## config.mk

```make
export PLATFORM = sky130hd
export DESIGN_NAME = periodic_task_timer_table_unit
export DESIGN_NICKNAME = d
export VERILOG_FILES = /design/src/rtl/ptt_pkg.sv /design/src/rtl/ptt_ms2tick.sv /design/src/rtl/ptt_dpath.sv /design/src/rtl/ptt_ctrl.sv /design/src/rtl/periodic_task_timer_table_unit.sv
export VERILOG_INCLUDE_DIRS = /design/src /design/src/rtl
export SDC_FILE = /design/constraint.sdc
export NUM_CORES = 2
export LEC_CHECK = 0
export BUFFER_PORTS_ARGS = -buffer_cell sky130_fd_sc_hd__buf_4
export CAP_MARGIN = 40
export CORE_MARGIN = 1.5
export CORE_UTILIZATION = 45
export DETAILED_ROUTE_END_ITERATION = 10
export PLACE_DENSITY_LB_ADDON = 0.2
export SYNTH_ARGS = -nofsm -noshare
export SYNTH_HDL_FRONTEND = slang
export SYNTH_HIERARCHICAL = 1
export SYNTH_SLANG_ARGS = --single-unit
```

## constraint.sdc

```tcl
create_clock -name clk -period 23.4 [get_ports clk]
set_input_delay 3.51 -clock clk [delete_from_list [all_inputs] [get_ports clk]]
set_output_delay 3.51 -clock clk [all_outputs]
set_load 0.05 [all_outputs]
```

## src/rtl/assert_macros.svh

```systemverilog
// Assertion macros used by the datapath RTL of the periodic task timer table.
`ifndef ASSERT_MACROS_SVH
`define ASSERT_MACROS_SVH

`ifndef SYNTH
// Property checked on every rising clock edge outside reset.
`define PTT_ASSERT(lbl, clk, rstn, prop, msg) \
    lbl: assert property (@(posedge clk) disable iff (!rstn) prop) else $error(msg);
// Condition that must never be true outside reset.
`define PTT_NEVER(lbl, clk, rstn, cond, msg) \
    lbl: assert property (@(posedge clk) disable iff (!rstn) !(cond)) else $error(msg);
`else
`define PTT_ASSERT(lbl, clk, rstn, prop, msg)
`define PTT_NEVER(lbl, clk, rstn, cond, msg)
`endif

`endif

```

## src/rtl/ptt_pkg.sv

```systemverilog
// Shared constants, codes and controller/datapath interface types.
package ptt_pkg;

    // Sizes
    localparam int SLOTS_DEF   = 16;
    localparam int MAX_RESULTS = 16;
    localparam int DISP_CNT_W  = $clog2(MAX_RESULTS + 1);
    localparam int IN_W        = 40;
    localparam int OUT_W       = 8;

    // Millisecond to tick conversion: floor(p / 1000) = (p * RECIP_MUL) >> RECIP_SHIFT
    localparam int MS_PER_SEC  = 1000;
    localparam int RECIP_SHIFT = 41;
    localparam longint unsigned RECIP_MUL_L =
        ((64'd1 << RECIP_SHIFT) + MS_PER_SEC - 1) / MS_PER_SEC;
    localparam logic [31:0] RECIP_MUL = 32'(RECIP_MUL_L);
    localparam logic [15:0] TPS_RESET = 16'(MS_PER_SEC);

    // Operation codes
    localparam logic [2:0] OP_TICK     = 3'd0;
    localparam logic [2:0] OP_ADD      = 3'd1;
    localparam logic [2:0] OP_ENABLE   = 3'd2;
    localparam logic [2:0] OP_DISABLE  = 3'd3;
    localparam logic [2:0] OP_SETP     = 3'd4;
    localparam logic [2:0] OP_DISPATCH = 3'd5;

    // Result status codes
    localparam logic [1:0] ST_OK     = 2'd0;
    localparam logic [1:0] ST_FULL   = 2'd1;
    localparam logic [1:0] ST_EMPTY  = 2'd2;
    localparam logic [1:0] ST_NOSLOT = 2'd3;

    // Slot walker load sources
    localparam logic [1:0] WSRC_ZERO  = 2'd0;
    localparam logic [1:0] WSRC_COUNT = 2'd1;
    localparam logic [1:0] WSRC_IDX   = 2'd2;

    // Result slot sources
    localparam logic [1:0] SLOT_ZERO = 2'd0;
    localparam logic [1:0] SLOT_IDX  = 2'd1;
    localparam logic [1:0] SLOT_WALK = 2'd2;

    // Controller to datapath commands
    typedef struct packed {
        logic       item_load;
        logic       walk_load;
        logic [1:0] walk_src;
        logic       walk_inc;
        logic       tick_step;
        logic       conv_period;
        logic       delay_cap;
        logic       add_wr;
        logic       per_wr;
        logic       en_set;
        logic       en_clr;
        logic       disp_wr;
        logic       out_load;
        logic [1:0] out_status;
        logic [1:0] out_slot_sel;
        logic       out_disp;
        logic       out_last;
    } ptt_cmd_t;

    // Datapath to controller status
    typedef struct packed {
        logic [2:0] op;
        logic       full;
        logic       empty;
        logic       idx_bad;
        logic       walk_end;
        logic       hit;
        logic       more_hits;
        logic       tick_done;
        logic       out_free;
    } ptt_stat_t;

endpackage

```

## src/rtl/ptt_ms2tick.sv

```systemverilog
// Two-stage millisecond to tick converter: (ms * tick_rate) / 1000, low 16 bits.
module ptt_ms2tick (
    input  logic        clk,
    input  logic [15:0] ms,
    input  logic [15:0] tps,
    output logic [15:0] ticks
);

    logic [31:0] prod_reg;
    logic [63:0] scaled;
    logic [15:0] q_reg;

    // Scale by the reciprocal of 1000 and keep the low 16 bits of the quotient
    assign scaled = prod_reg * ptt_pkg::RECIP_MUL;

    always_ff @(posedge clk)
    begin
        prod_reg <= ms * tps;
        q_reg    <= scaled[ptt_pkg::RECIP_SHIFT +: 16];
    end

    assign ticks = q_reg;

endmodule

```

## src/rtl/ptt_dpath.sv

```systemverilog
// Datapath: slot tables, item and config registers, converter and result register.
`include "assert_macros.svh"

module ptt_dpath #(
    parameter int SLOTS = ptt_pkg::SLOTS_DEF
) (
    input  logic                     clk,
    input  logic                     rst_n,
    input  logic [ptt_pkg::IN_W-1:0] s_tdata,
    input  logic                     cfg_valid,
    output logic                     cfg_ready,
    input  logic [15:0]              cfg_data,
    input  ptt_pkg::ptt_cmd_t        cmd,
    output ptt_pkg::ptt_stat_t       st,
    output logic                     m_tvalid,
    input  logic                     m_tready,
    output logic [ptt_pkg::OUT_W-1:0] m_tdata,
    output logic [0:0]               m_tuser,
    output logic                     m_tlast
);

    localparam int IDX_W = (SLOTS > 1) ? $clog2(SLOTS) : 1;
    localparam int CNT_W = $clog2(SLOTS + 1);
    localparam int CMP_W = (CNT_W > 4) ? CNT_W : 4;

    // Item and configuration registers
    logic [2:0]        op_reg;
    logic [3:0]        idx_reg;
    logic [15:0]       dms_reg;
    logic [15:0]       pms_reg;
    logic [15:0]       tps_reg;
    logic [CNT_W-1:0]  count_reg;
    logic [CNT_W-1:0]  walk_reg;
    logic [CNT_W-1:0]  walk_next;
    logic [IDX_W-1:0]  walk_slot;
    logic [IDX_W-1:0]  idx_slot;
    logic              walk_end;

    // Slot tables
    logic [15:0]       sd_mem [SLOTS];
    logic [15:0]       cd_mem [SLOTS];
    logic [15:0]       rl_mem [SLOTS];
    logic [15:0]       sd_rd_reg;
    logic [15:0]       cd_rd_reg;
    logic [15:0]       rl_rd_reg;
    logic [SLOTS-1:0]  ready_reg;
    logic [SLOTS-1:0]  en_reg;
    logic [SLOTS-1:0]  above;

    // Tick write-back stage
    logic              wb_vld_reg;
    logic [IDX_W-1:0]  wb_idx_reg;
    logic              sd_nz;
    logic [15:0]       cd_dec;

    // Table write port
    logic [IDX_W-1:0]  wr_addr;
    logic              sd_we;
    logic              cd_we;
    logic              rl_we;
    logic [15:0]       sd_wd;
    logic [15:0]       cd_wd;
    logic [15:0]       rl_wd;

    // Conversion
    logic [15:0]       conv_ms;
    logic [15:0]       conv_ticks;
    logic [15:0]       delay_ticks_reg;

    // Result register
    logic              out_vld_reg;
    logic [1:0]        out_status_reg;
    logic [3:0]        out_slot_reg;
    logic              out_disp_reg;
    logic              out_last_reg;
    logic [3:0]        out_slot_sel;
    logic              out_free;

    assign walk_slot = IDX_W'(walk_reg);
    assign idx_slot  = IDX_W'(idx_reg);
    assign walk_end  = walk_reg >= count_reg;
    assign cfg_ready = 1'b1;

    // Latch the accepted item
    always_ff @(posedge clk)
    begin
        if (cmd.item_load)
        begin
            op_reg  <= s_tdata[2:0];
            idx_reg <= s_tdata[6:3];
            dms_reg <= s_tdata[22:7];
            pms_reg <= s_tdata[38:23];
        end
    end

    // Hold the tick rate, count occupied slots
    always_ff @(posedge clk or negedge rst_n)
    begin
        if (!rst_n)
        begin
            tps_reg   <= ptt_pkg::TPS_RESET;
            count_reg <= '0;
        end
        else
        begin
            if (cfg_valid)
                tps_reg <= cfg_data;
            if (cmd.add_wr)
                count_reg <= count_reg + CNT_W'(1);
        end
    end

    // Slot walker
    always_comb
    begin
        walk_next = walk_reg;
        if (cmd.walk_load)
        begin
            unique case (cmd.walk_src)
                ptt_pkg::WSRC_COUNT: walk_next = count_reg;
                ptt_pkg::WSRC_IDX:   walk_next = CNT_W'(idx_reg);
                default:             walk_next = '0;
            endcase
        end
        else if (cmd.walk_inc)
        begin
            walk_next = walk_reg + CNT_W'(1);
        end
    end

    always_ff @(posedge clk or negedge rst_n)
    begin
        if (!rst_n)
        begin
            walk_reg   <= '0;
            wb_vld_reg <= 1'b0;
        end
        else
        begin
            walk_reg   <= walk_next;
            wb_vld_reg <= cmd.tick_step && !walk_end;
        end
    end

    always_ff @(posedge clk)
    begin
        wb_idx_reg <= walk_slot;
    end

    // Convert delay or period
    assign conv_ms = cmd.conv_period ? pms_reg : dms_reg;

    ptt_ms2tick u_ms2tick (
        .clk   (clk),
        .ms    (conv_ms),
        .tps   (tps_reg),
        .ticks (conv_ticks)
    );

    always_ff @(posedge clk)
    begin
        if (cmd.delay_cap)
            delay_ticks_reg <= conv_ticks;
    end

    // Select table writes
    assign sd_nz   = sd_rd_reg != 16'd0;
    assign cd_dec  = cd_rd_reg - 16'd1;
    assign wr_addr = wb_vld_reg ? wb_idx_reg : walk_slot;

    always_comb
    begin
        sd_we = 1'b0;
        cd_we = 1'b0;
        rl_we = 1'b0;
        sd_wd = sd_rd_reg - 16'd1;
        cd_wd = cd_dec;
        rl_wd = conv_ticks;
        priority if (wb_vld_reg)
        begin
            sd_we = sd_nz;
            cd_we = !sd_nz;
        end
        else if (cmd.add_wr)
        begin
            sd_we = 1'b1;
            cd_we = 1'b1;
            rl_we = 1'b1;
            sd_wd = delay_ticks_reg;
            cd_wd = conv_ticks;
        end
        else if (cmd.per_wr)
        begin
            rl_we = 1'b1;
        end
        else if (cmd.disp_wr)
        begin
            cd_we = 1'b1;
            cd_wd = rl_rd_reg;
        end
        else
        begin
            // Hold the tables
            sd_we = 1'b0;
            cd_we = 1'b0;
            rl_we = 1'b0;
        end
    end

    // Table memories, read at the walker with registered data
    always_ff @(posedge clk)
    begin
        if (sd_we)
            sd_mem[wr_addr] <= sd_wd;
        if (cd_we)
            cd_mem[wr_addr] <= cd_wd;
        if (rl_we)
            rl_mem[wr_addr] <= rl_wd;
        sd_rd_reg <= sd_mem[walk_slot];
        cd_rd_reg <= cd_mem[walk_slot];
        rl_rd_reg <= rl_mem[walk_slot];
    end

    // Ready and enable flags
    always_ff @(posedge clk)
    begin
        if (wb_vld_reg && !sd_nz && cd_dec == 16'd0)
            ready_reg[wb_idx_reg] <= 1'b1;
        else if (cmd.add_wr || cmd.disp_wr)
            ready_reg[walk_slot] <= 1'b0;

        if (cmd.add_wr)
            en_reg[walk_slot] <= 1'b1;
        else if (cmd.en_set)
            en_reg[idx_slot] <= 1'b1;
        else if (cmd.en_clr)
            en_reg[idx_slot] <= 1'b0;
    end

    // Occupied slots past the walker
    always_comb
    begin
        for (int j = 0; j < SLOTS; j++)
            above[j] = (CNT_W'(j) > walk_reg) && (CNT_W'(j) < count_reg);
    end

    // Result register
    assign out_free = !out_vld_reg || m_tready;

    always_comb
    begin
        unique case (cmd.out_slot_sel)
            ptt_pkg::SLOT_IDX:  out_slot_sel = idx_reg;
            ptt_pkg::SLOT_WALK: out_slot_sel = 4'(walk_reg);
            default:            out_slot_sel = 4'd0;
        endcase
    end

    always_ff @(posedge clk or negedge rst_n)
    begin
        if (!rst_n)
            out_vld_reg <= 1'b0;
        else if (cmd.out_load)
            out_vld_reg <= 1'b1;
        else if (m_tready)
            out_vld_reg <= 1'b0;
    end

    always_ff @(posedge clk)
    begin
        if (cmd.out_load)
        begin
            out_status_reg <= cmd.out_status;
            out_slot_reg   <= out_slot_sel;
            out_disp_reg   <= cmd.out_disp;
            out_last_reg   <= cmd.out_last;
        end
    end

    assign m_tvalid = out_vld_reg;
    assign m_tdata  = {2'b00, out_slot_reg, out_status_reg};
    assign m_tuser  = out_disp_reg;
    assign m_tlast  = out_last_reg;

    // Status to the controller
    assign st.op        = op_reg;
    assign st.full      = count_reg == CNT_W'(SLOTS);
    assign st.empty     = count_reg == '0;
    assign st.idx_bad   = CMP_W'(idx_reg) >= CMP_W'(count_reg);
    assign st.walk_end  = walk_end;
    assign st.hit       = !walk_end && ready_reg[walk_slot] && en_reg[walk_slot];
    assign st.more_hits = |(ready_reg & en_reg & above);
    assign st.tick_done = walk_end && !wb_vld_reg;
    assign st.out_free  = out_free;

    `PTT_ASSERT(a_count_range, clk, rst_n, count_reg <= CNT_W'(SLOTS), "slot count out of range")
    `PTT_NEVER(a_load_busy, clk, rst_n, cmd.out_load && !out_free, "result overwritten")
    `PTT_ASSERT(a_count_by_add, clk, rst_n, (count_reg != $past(count_reg)) |-> $past(cmd.add_wr), "count changed without add")
    `PTT_ASSERT(a_wb_from_tick, clk, rst_n, wb_vld_reg |-> $past(cmd.tick_step), "write-back outside tick walk")

endmodule

```

## src/rtl/ptt_ctrl.sv

```systemverilog
// Controller: sequences tick walks, adds, slot updates and dispatch scans.
module ptt_ctrl (
    input  logic               clk,
    input  logic               rst_n,
    input  logic               s_tvalid,
    output logic               s_tready,
    input  ptt_pkg::ptt_stat_t st,
    output ptt_pkg::ptt_cmd_t  cmd
);

    localparam logic [3:0] S_IDLE  = 4'd0;
    localparam logic [3:0] S_DEC   = 4'd1;
    localparam logic [3:0] S_TICK  = 4'd2;
    localparam logic [3:0] S_DSCAN = 4'd3;
    localparam logic [3:0] S_DLOAD = 4'd4;
    localparam logic [3:0] S_CV_D  = 4'd5;
    localparam logic [3:0] S_CV_P  = 4'd6;
    localparam logic [3:0] S_CV_W  = 4'd7;
    localparam logic [3:0] S_CV_WR = 4'd8;
    localparam logic [3:0] S_RESP  = 4'd9;

    logic [3:0]                       state_reg;
    logic [3:0]                       state_next;
    logic [1:0]                       rsp_status_reg;
    logic [1:0]                       rsp_status_next;
    logic [1:0]                       rsp_sel_reg;
    logic [1:0]                       rsp_sel_next;
    logic [ptt_pkg::DISP_CNT_W-1:0]   disp_cnt_reg;
    logic [ptt_pkg::DISP_CNT_W-1:0]   disp_cnt_next;
    logic                             cnt_max;

    assign s_tready = state_reg == S_IDLE;
    assign cnt_max  = disp_cnt_reg == ptt_pkg::DISP_CNT_W'(ptt_pkg::MAX_RESULTS);

    // Next state and commands
    always_comb
    begin
        state_next      = state_reg;
        rsp_status_next = rsp_status_reg;
        rsp_sel_next    = rsp_sel_reg;
        disp_cnt_next   = disp_cnt_reg;
        cmd             = '0;

        unique case (state_reg)
            S_IDLE:
            begin
                cmd.item_load = s_tvalid;
                if (s_tvalid)
                    state_next = S_DEC;
            end

            S_DEC:
            begin
                rsp_status_next = ptt_pkg::ST_OK;
                rsp_sel_next    = ptt_pkg::SLOT_ZERO;
                state_next      = S_RESP;
                unique case (st.op)
                    ptt_pkg::OP_TICK:
                    begin
                        cmd.walk_load = 1'b1;
                        cmd.walk_src  = ptt_pkg::WSRC_ZERO;
                        state_next    = S_TICK;
                    end
                    ptt_pkg::OP_ADD:
                    begin
                        if (st.full)
                        begin
                            rsp_status_next = ptt_pkg::ST_FULL;
                        end
                        else
                        begin
                            cmd.walk_load = 1'b1;
                            cmd.walk_src  = ptt_pkg::WSRC_COUNT;
                            state_next    = S_CV_D;
                        end
                    end
                    ptt_pkg::OP_ENABLE, ptt_pkg::OP_DISABLE, ptt_pkg::OP_SETP:
                    begin
                        rsp_sel_next = ptt_pkg::SLOT_IDX;
                        priority if (st.empty)
                        begin
                            rsp_status_next = ptt_pkg::ST_EMPTY;
                        end
                        else if (st.idx_bad)
                        begin
                            rsp_status_next = ptt_pkg::ST_NOSLOT;
                        end
                        else if (st.op == ptt_pkg::OP_SETP)
                        begin
                            cmd.walk_load = 1'b1;
                            cmd.walk_src  = ptt_pkg::WSRC_IDX;
                            state_next    = S_CV_D;
                        end
                        else
                        begin
                            cmd.en_set = st.op == ptt_pkg::OP_ENABLE;
                            cmd.en_clr = st.op == ptt_pkg::OP_DISABLE;
                        end
                    end
                    ptt_pkg::OP_DISPATCH:
                    begin
                        cmd.walk_load = 1'b1;
                        cmd.walk_src  = ptt_pkg::WSRC_ZERO;
                        disp_cnt_next = '0;
                        state_next    = S_DSCAN;
                    end
                    default:
                    begin
                        state_next = S_RESP;
                    end
                endcase
            end

            // Walk occupied slots through the read and write-back stages
            S_TICK:
            begin
                cmd.tick_step = 1'b1;
                cmd.walk_inc  = !st.walk_end;
                if (st.tick_done)
                begin
                    rsp_status_next = ptt_pkg::ST_OK;
                    rsp_sel_next    = ptt_pkg::SLOT_ZERO;
                    state_next      = S_RESP;
                end
            end

            // Look for the next ready and enabled slot
            S_DSCAN:
            begin
                priority if (st.walk_end || cnt_max)
                begin
                    rsp_status_next = ptt_pkg::ST_OK;
                    rsp_sel_next    = ptt_pkg::SLOT_ZERO;
                    state_next      = (disp_cnt_reg == '0) ? S_RESP : S_IDLE;
                end
                else if (st.hit)
                begin
                    state_next = S_DLOAD;
                end
                else
                begin
                    cmd.walk_inc = 1'b1;
                end
            end

            // Reload the countdown and release the slot
            S_DLOAD:
            begin
                if (st.out_free)
                begin
                    cmd.disp_wr      = 1'b1;
                    cmd.out_load     = 1'b1;
                    cmd.out_status   = ptt_pkg::ST_OK;
                    cmd.out_slot_sel = ptt_pkg::SLOT_WALK;
                    cmd.out_disp     = 1'b1;
                    cmd.out_last     = !st.more_hits ||
                        disp_cnt_reg == ptt_pkg::DISP_CNT_W'(ptt_pkg::MAX_RESULTS - 1);
                    cmd.walk_inc     = 1'b1;
                    disp_cnt_next    = disp_cnt_reg + ptt_pkg::DISP_CNT_W'(1);
                    state_next       = S_DSCAN;
                end
            end

            S_CV_D:
            begin
                cmd.conv_period = 1'b0;
                state_next      = S_CV_P;
            end

            S_CV_P:
            begin
                cmd.conv_period = 1'b1;
                state_next      = S_CV_W;
            end

            S_CV_W:
            begin
                cmd.delay_cap = 1'b1;
                state_next    = S_CV_WR;
            end

            // Write the converted values to the table
            S_CV_WR:
            begin
                rsp_status_next = ptt_pkg::ST_OK;
                if (st.op == ptt_pkg::OP_ADD)
                begin
                    cmd.add_wr   = 1'b1;
                    rsp_sel_next = ptt_pkg::SLOT_WALK;
                end
                else
                begin
                    cmd.per_wr   = 1'b1;
                    rsp_sel_next = ptt_pkg::SLOT_IDX;
                end
                state_next = S_RESP;
            end

            // Hand the single result to the result register
            S_RESP:
            begin
                if (st.out_free)
                begin
                    cmd.out_load     = 1'b1;
                    cmd.out_status   = rsp_status_reg;
                    cmd.out_slot_sel = rsp_sel_reg;
                    cmd.out_disp     = 1'b0;
                    cmd.out_last     = 1'b1;
                    state_next       = S_IDLE;
                end
            end

            default:
            begin
                state_next = S_IDLE;
            end
        endcase
    end

    always_ff @(posedge clk or negedge rst_n)
    begin
        if (!rst_n)
        begin
            state_reg      <= S_IDLE;
            rsp_status_reg <= ptt_pkg::ST_OK;
            rsp_sel_reg    <= ptt_pkg::SLOT_ZERO;
            disp_cnt_reg   <= '0;
        end
        else
        begin
            state_reg      <= state_next;
            rsp_status_reg <= rsp_status_next;
            rsp_sel_reg    <= rsp_sel_next;
            disp_cnt_reg   <= disp_cnt_next;
        end
    end

endmodule

```

## src/rtl/periodic_task_timer_table_unit.sv

```systemverilog
// Enable, disable, full add and undefined ops go from decode to the result load; add and set
// period pass through the delay and period conversion states and the table write; tick walks
// the occupied slots through read and write-back; dispatch scans one slot a cycle and releases
// each hit slot in a load state that waits for a free result register. One item is in work at
// a time and the next is accepted once the controller is back in idle.
// Reset clears control state and the slot count and sets the tick rate to 1000; no clearing pass.
module periodic_task_timer_table_unit #(
    parameter int SLOTS = ptt_pkg::SLOTS_DEF
) (
    input  logic                      clk,
    input  logic                      rst_n,
    input  logic                      s_tvalid,
    output logic                      s_tready,
    input  logic [ptt_pkg::IN_W-1:0]  s_tdata,   // op[2:0], task_index[6:3], delay_ms[22:7],
                                                 // period_ms[38:23]
    output logic                      m_tvalid,
    input  logic                      m_tready,
    output logic [ptt_pkg::OUT_W-1:0] m_tdata,   // status[1:0], task_slot[5:2]
    output logic [0:0]                m_tuser,   // dispatched[0]
    output logic                      m_tlast,
    input  logic                      cfg_valid,
    output logic                      cfg_ready,
    input  logic [15:0]               cfg_data   // tick_rate
);

    ptt_pkg::ptt_cmd_t  cmd;
    ptt_pkg::ptt_stat_t st;

    ptt_ctrl u_ctrl (
        .clk      (clk),
        .rst_n    (rst_n),
        .s_tvalid (s_tvalid),
        .s_tready (s_tready),
        .st       (st),
        .cmd      (cmd)
    );

    ptt_dpath #(
        .SLOTS (SLOTS)
    ) u_dpath (
        .clk       (clk),
        .rst_n     (rst_n),
        .s_tdata   (s_tdata),
        .cfg_valid (cfg_valid),
        .cfg_ready (cfg_ready),
        .cfg_data  (cfg_data),
        .cmd       (cmd),
        .st        (st),
        .m_tvalid  (m_tvalid),
        .m_tready  (m_tready),
        .m_tdata   (m_tdata),
        .m_tuser   (m_tuser),
        .m_tlast   (m_tlast)
    );

endmodule
```

==> flow_metrics.env <==
export IMPL_status="completed"
export IMPL_cts_sinks=1004
export IMPL_fin_nets=5626
export IMPL_dp_hpwl_mm=98.7
export IMPL_synth_adder_area_share_pct=25.9
export IMPL_yosysTopAreaCellShare_pct=42.0
export IMPL_drive_gt1_share_pct=15.3
export IMPL_clock_latency_ns=0.74
export IMPL_post_route_period_util_pct=34.0
export IMPL_yosys_mux_area_fraction_pct=9.53
export IMPL_yosysWarnings=6
export IMPL_synth_cell_type_count=92
export IMPL_max_cap_violations=0
export IMPL_hp_class="reg2reg"
export IMPL_synth_top_family_by_area="adder cells"
export IMPL_hold_violations=0
export IMPL_drc_errors=0
export IMPL_wl_met2_mm=73.0
export IMPL_vias_per_cell=5.42
export IMPL_ctsHoldBuffers=0
export IMPL_top_regs="u_dpath/cd_mem: 256 flops, u_dpath/rl_mem: 256 flops, u_dpath/sd_mem: 256 flops"
export IMPL_finClkSkew_ns=0.0652
export IMPL_area_growth_pct=10.8
export IMPL_path_max_fanout=16
export IMPL_timing_fmax_ghz=0.126
export IMPL_wire_per_inst_um=22.2
export IMPL_start_util_pct=45.4
export IMPL_crit_arrival_ns=8.60
export IMPL_port_buffers=69
export IMPL_drtAntennaViolNets=0
export IMPL_syn_area_um2=61700
export IMPL_fillers=11800
export IMPL_dr_wl_met3_mm=6.00
export IMPL_yosysSeqAreaShare_pct=46.9
export IMPL_synth_largest_area_cell="edfxtp_1"
export IMPL_drv_slew=0
export IMPL_cts_tree="built"
export IMPL_synthXorXnorAreaFrac_pct=1.21
export IMPL_post_cts_resized=0
export IMPL_syn_inst=4460
export IMPL_synth_avg_cell_area_um2=13.8
export IMPL_routed_top_layer="met4"
export IMPL_met1_length_mm=61.9
export IMPL_grt_max_degree=114
export IMPL_cts_buffer_depth=3
export IMPL_synth_main_ff_cell="edfxtp_1"
export IMPL_die_y_um=373
export IMPL_fin_crit_ns=7.95
export IMPL_rows=135
export IMPL_core_area_um2=136000
export IMPL_grt_pass1_vias=37300
export IMPL_tightest_slew_ns=0.982
export IMPL_critPathLaunchType="flop"
export IMPL_vias=35000
export IMPL_synth_edf_count=863
export IMPL_cts_root_buffer="clkbuf_16"
export IMPL_synth_simple_gate_area_share_pct=5.65
export IMPL_path_class="reg2reg"
export IMPL_synth_compound_area_share_pct=4.74
export IMPL_post_cts_buffers=0
export IMPL_dr_pass1_iters=7
export IMPL_drtIter0Drc=2426
export IMPL_tns_ns=0
export IMPL_cts_htree_levels=3
export IMPL_grt_pass1_wl_mm=223
export IMPL_cp_data_required_time_ns=24.05
export IMPL_slew_headroom_pct=34.6
export IMPL_grtUsageTotal_pct=20.9
export IMPL_pin_count=74
export IMPL_die_area_um2=139000
export IMPL_wl_mm=143
export IMPL_clkTransAtPathRegs_ns=0.06
export IMPL_rsz0062_at_grt="false"
export IMPL_numCtsBuffers=101
export IMPL_gp_congestion=0.853
export IMPL_overflow=0
export IMPL_die_w_um=373
export IMPL_async_reset_ff_share_pct=4.08
export IMPL_yosys_top_cells_area="edfxtp_1, fa_1, ha_1, mux4_2, inv_1"
export IMPL_yosys_register_bits=1004
export IMPL_setup_worst_path_end_class="flop"
export IMPL_setup_violations_final=0
export IMPL_num_antenna_cells=0
export IMPL_antenna_found_initial=0
==> logic make-up after synthesis <==
| logic type | after synthesis |
|---|---|
| DFF | 1004 |
| adders and majority gates | 982 |
| buffers and inverters | 978 |
| and+or+nand+nor | 685 |
| AOI/OAI and AO/OA | 443 |
| muxes | 281 |
| xor gates and xnor gates | 85 |
| other | 2 |
==> stage by stage <==
stage | util (%) | cells | setup slack [ns] | hold WS, ns | cell area, µm²
floorplan | - | 4461 | 15.59 | 0.369 | 61700
global placement | 47.7 | 6228 | 15.36 | 0.487 | 64700
detailed placement | 47.9 | 6262 | 15.38 | 0.493 | 65100
CTS | 50.3 | 6449 | 15.36 | 0.508 | 68400
global route | 50.3 | 6449 | 14.99 | 0.524 | 68400
finish | 50.3 | 6449 | 15.45 | 0.502 | 68400
==> routing by layer <==
layer | global-route usage [%] | vias up
li1 | - | 15900
met1 | 28.1 | 18100
met5 | 0 | -
met4 | 4.45 | 0
met2 | 36.5 | 831
met3 | 2.40 | 160
==> layout make-up <==
type / instances / area (µm²) / share of cell area, %
timing repair buffer: 193 / 1570 / 2.30
tap: 1781 / 2230 / 3.26
multi-input combinational: 2479 / 29300 / 42.9
clock inverter: 44 / 509 / 0.745
sequential: 1004 / 29000 / 42.4
inverter: 805 / 3020 / 4.42
clock buffer: 143 / 2780 / 4.06
==> Yosys cell counts, types with 12 or more instances <==
library cell  instances
a211oi_1             17
edfxtp_1            863
buf_1                21
a41oi_1              15
inv_1               804
fa_1                490
a21oi_1             119
and2_1              114
and3_1               18
mux4_2              241
a22oi_1              14
nand3_1              40
ha_1                491
dfxtp_1             100
nor2b_1              24
o22ai_1              30
nor2_1               78
xor2_1               28
clkbuf_1            138
dfrtp_1              35
o21ai_1              18
o21ai_0              61
nor3_1               81
a21o_1               42
a31oi_1              31
nand2b_1             19
mux2_2               35
xnor2_1              57
nand2_1             229
nor4_1               12
==> critical path: stages, from the launching register on <==
cell,delay (ns)
dfrtp_1,0.53
nand2b_1,0.30
nor2_1,0.14
buf_4,0.30
mux2_2,0.49
nand2_1,0.14
fa_1,0.57
inv_1,0.07
fa_1,0.53
inv_1,0.05
fa_1,0.50
inv_1,0.06
fa_1,0.52
inv_1,0.05
fa_1,0.48
inv_1,0.05
fa_1,0.44
ha_1,0.40
a2111o_1,0.45
a31oi_2,0.21
o311ai_1,0.14
a31o_1,0.26
a2111oi_4,0.34
o31ai_1,0.19
a221o_1,0.37
a21oi_2,0.16
xnor2_1,0.12
==> cell usage in the layout (no fill, tap or decap), types with 19 or more instances in the layout <==
| cell | count |
|---|---|
| a31oi_1 | 31 |
| dfxtp_1 | 100 |
| nand3_1 | 40 |
| nor3_2 | 49 |
| nand2b_1 | 19 |
| clkbuf_16 | 101 |
| nor2b_1 | 24 |
| and2_1 | 113 |
| nor2_1 | 76 |
| nand2_1 | 229 |
| a21oi_1 | 114 |
| mux2_2 | 35 |
| a21o_1 | 42 |
| inv_1 | 804 |
| fa_1 | 490 |
| o21ai_0 | 61 |
| mux4_2 | 241 |
| edfxtp_1 | 863 |
| dfrtp_1 | 31 |
| nor3_1 | 32 |
| o22ai_1 | 30 |
| ha_1 | 491 |
| xnor2_1 | 57 |
| xor2_1 | 28 |
| buf_4 | 178 |
| clkbuf_1 | 33 |
==> final timing paths <==
kind | cells past startpoint | slack (ns) | startpoint | endpoint
setup / recovery | 26 | 15.45 | u_ctrl/state_reg[3] | u_dpath/u_ms2tick/prod_reg[31]
hold / removal | 1 | 0.50 | u_ctrl/rsp_status_reg[1] | u_ctrl/rsp_status_reg[1]
setup reg to reg | 26 | 15.45 | u_ctrl/state_reg[3] | u_dpath/u_ms2tick/prod_reg[31]
hold reg to reg | 1 | 0.50 | u_ctrl/rsp_status_reg[1] | u_ctrl/rsp_status_reg[1]
max in group asynchronous | 1 | 20.12 | rst_n | u_dpath/walk_reg[1]
min in group asynchronous | 1 | 2.80 | rst_n | u_dpath/tps_reg[4]
Power is not shown: default switching activity piles up to over one toggle a cycle in this logic, so the estimate is an artifact.
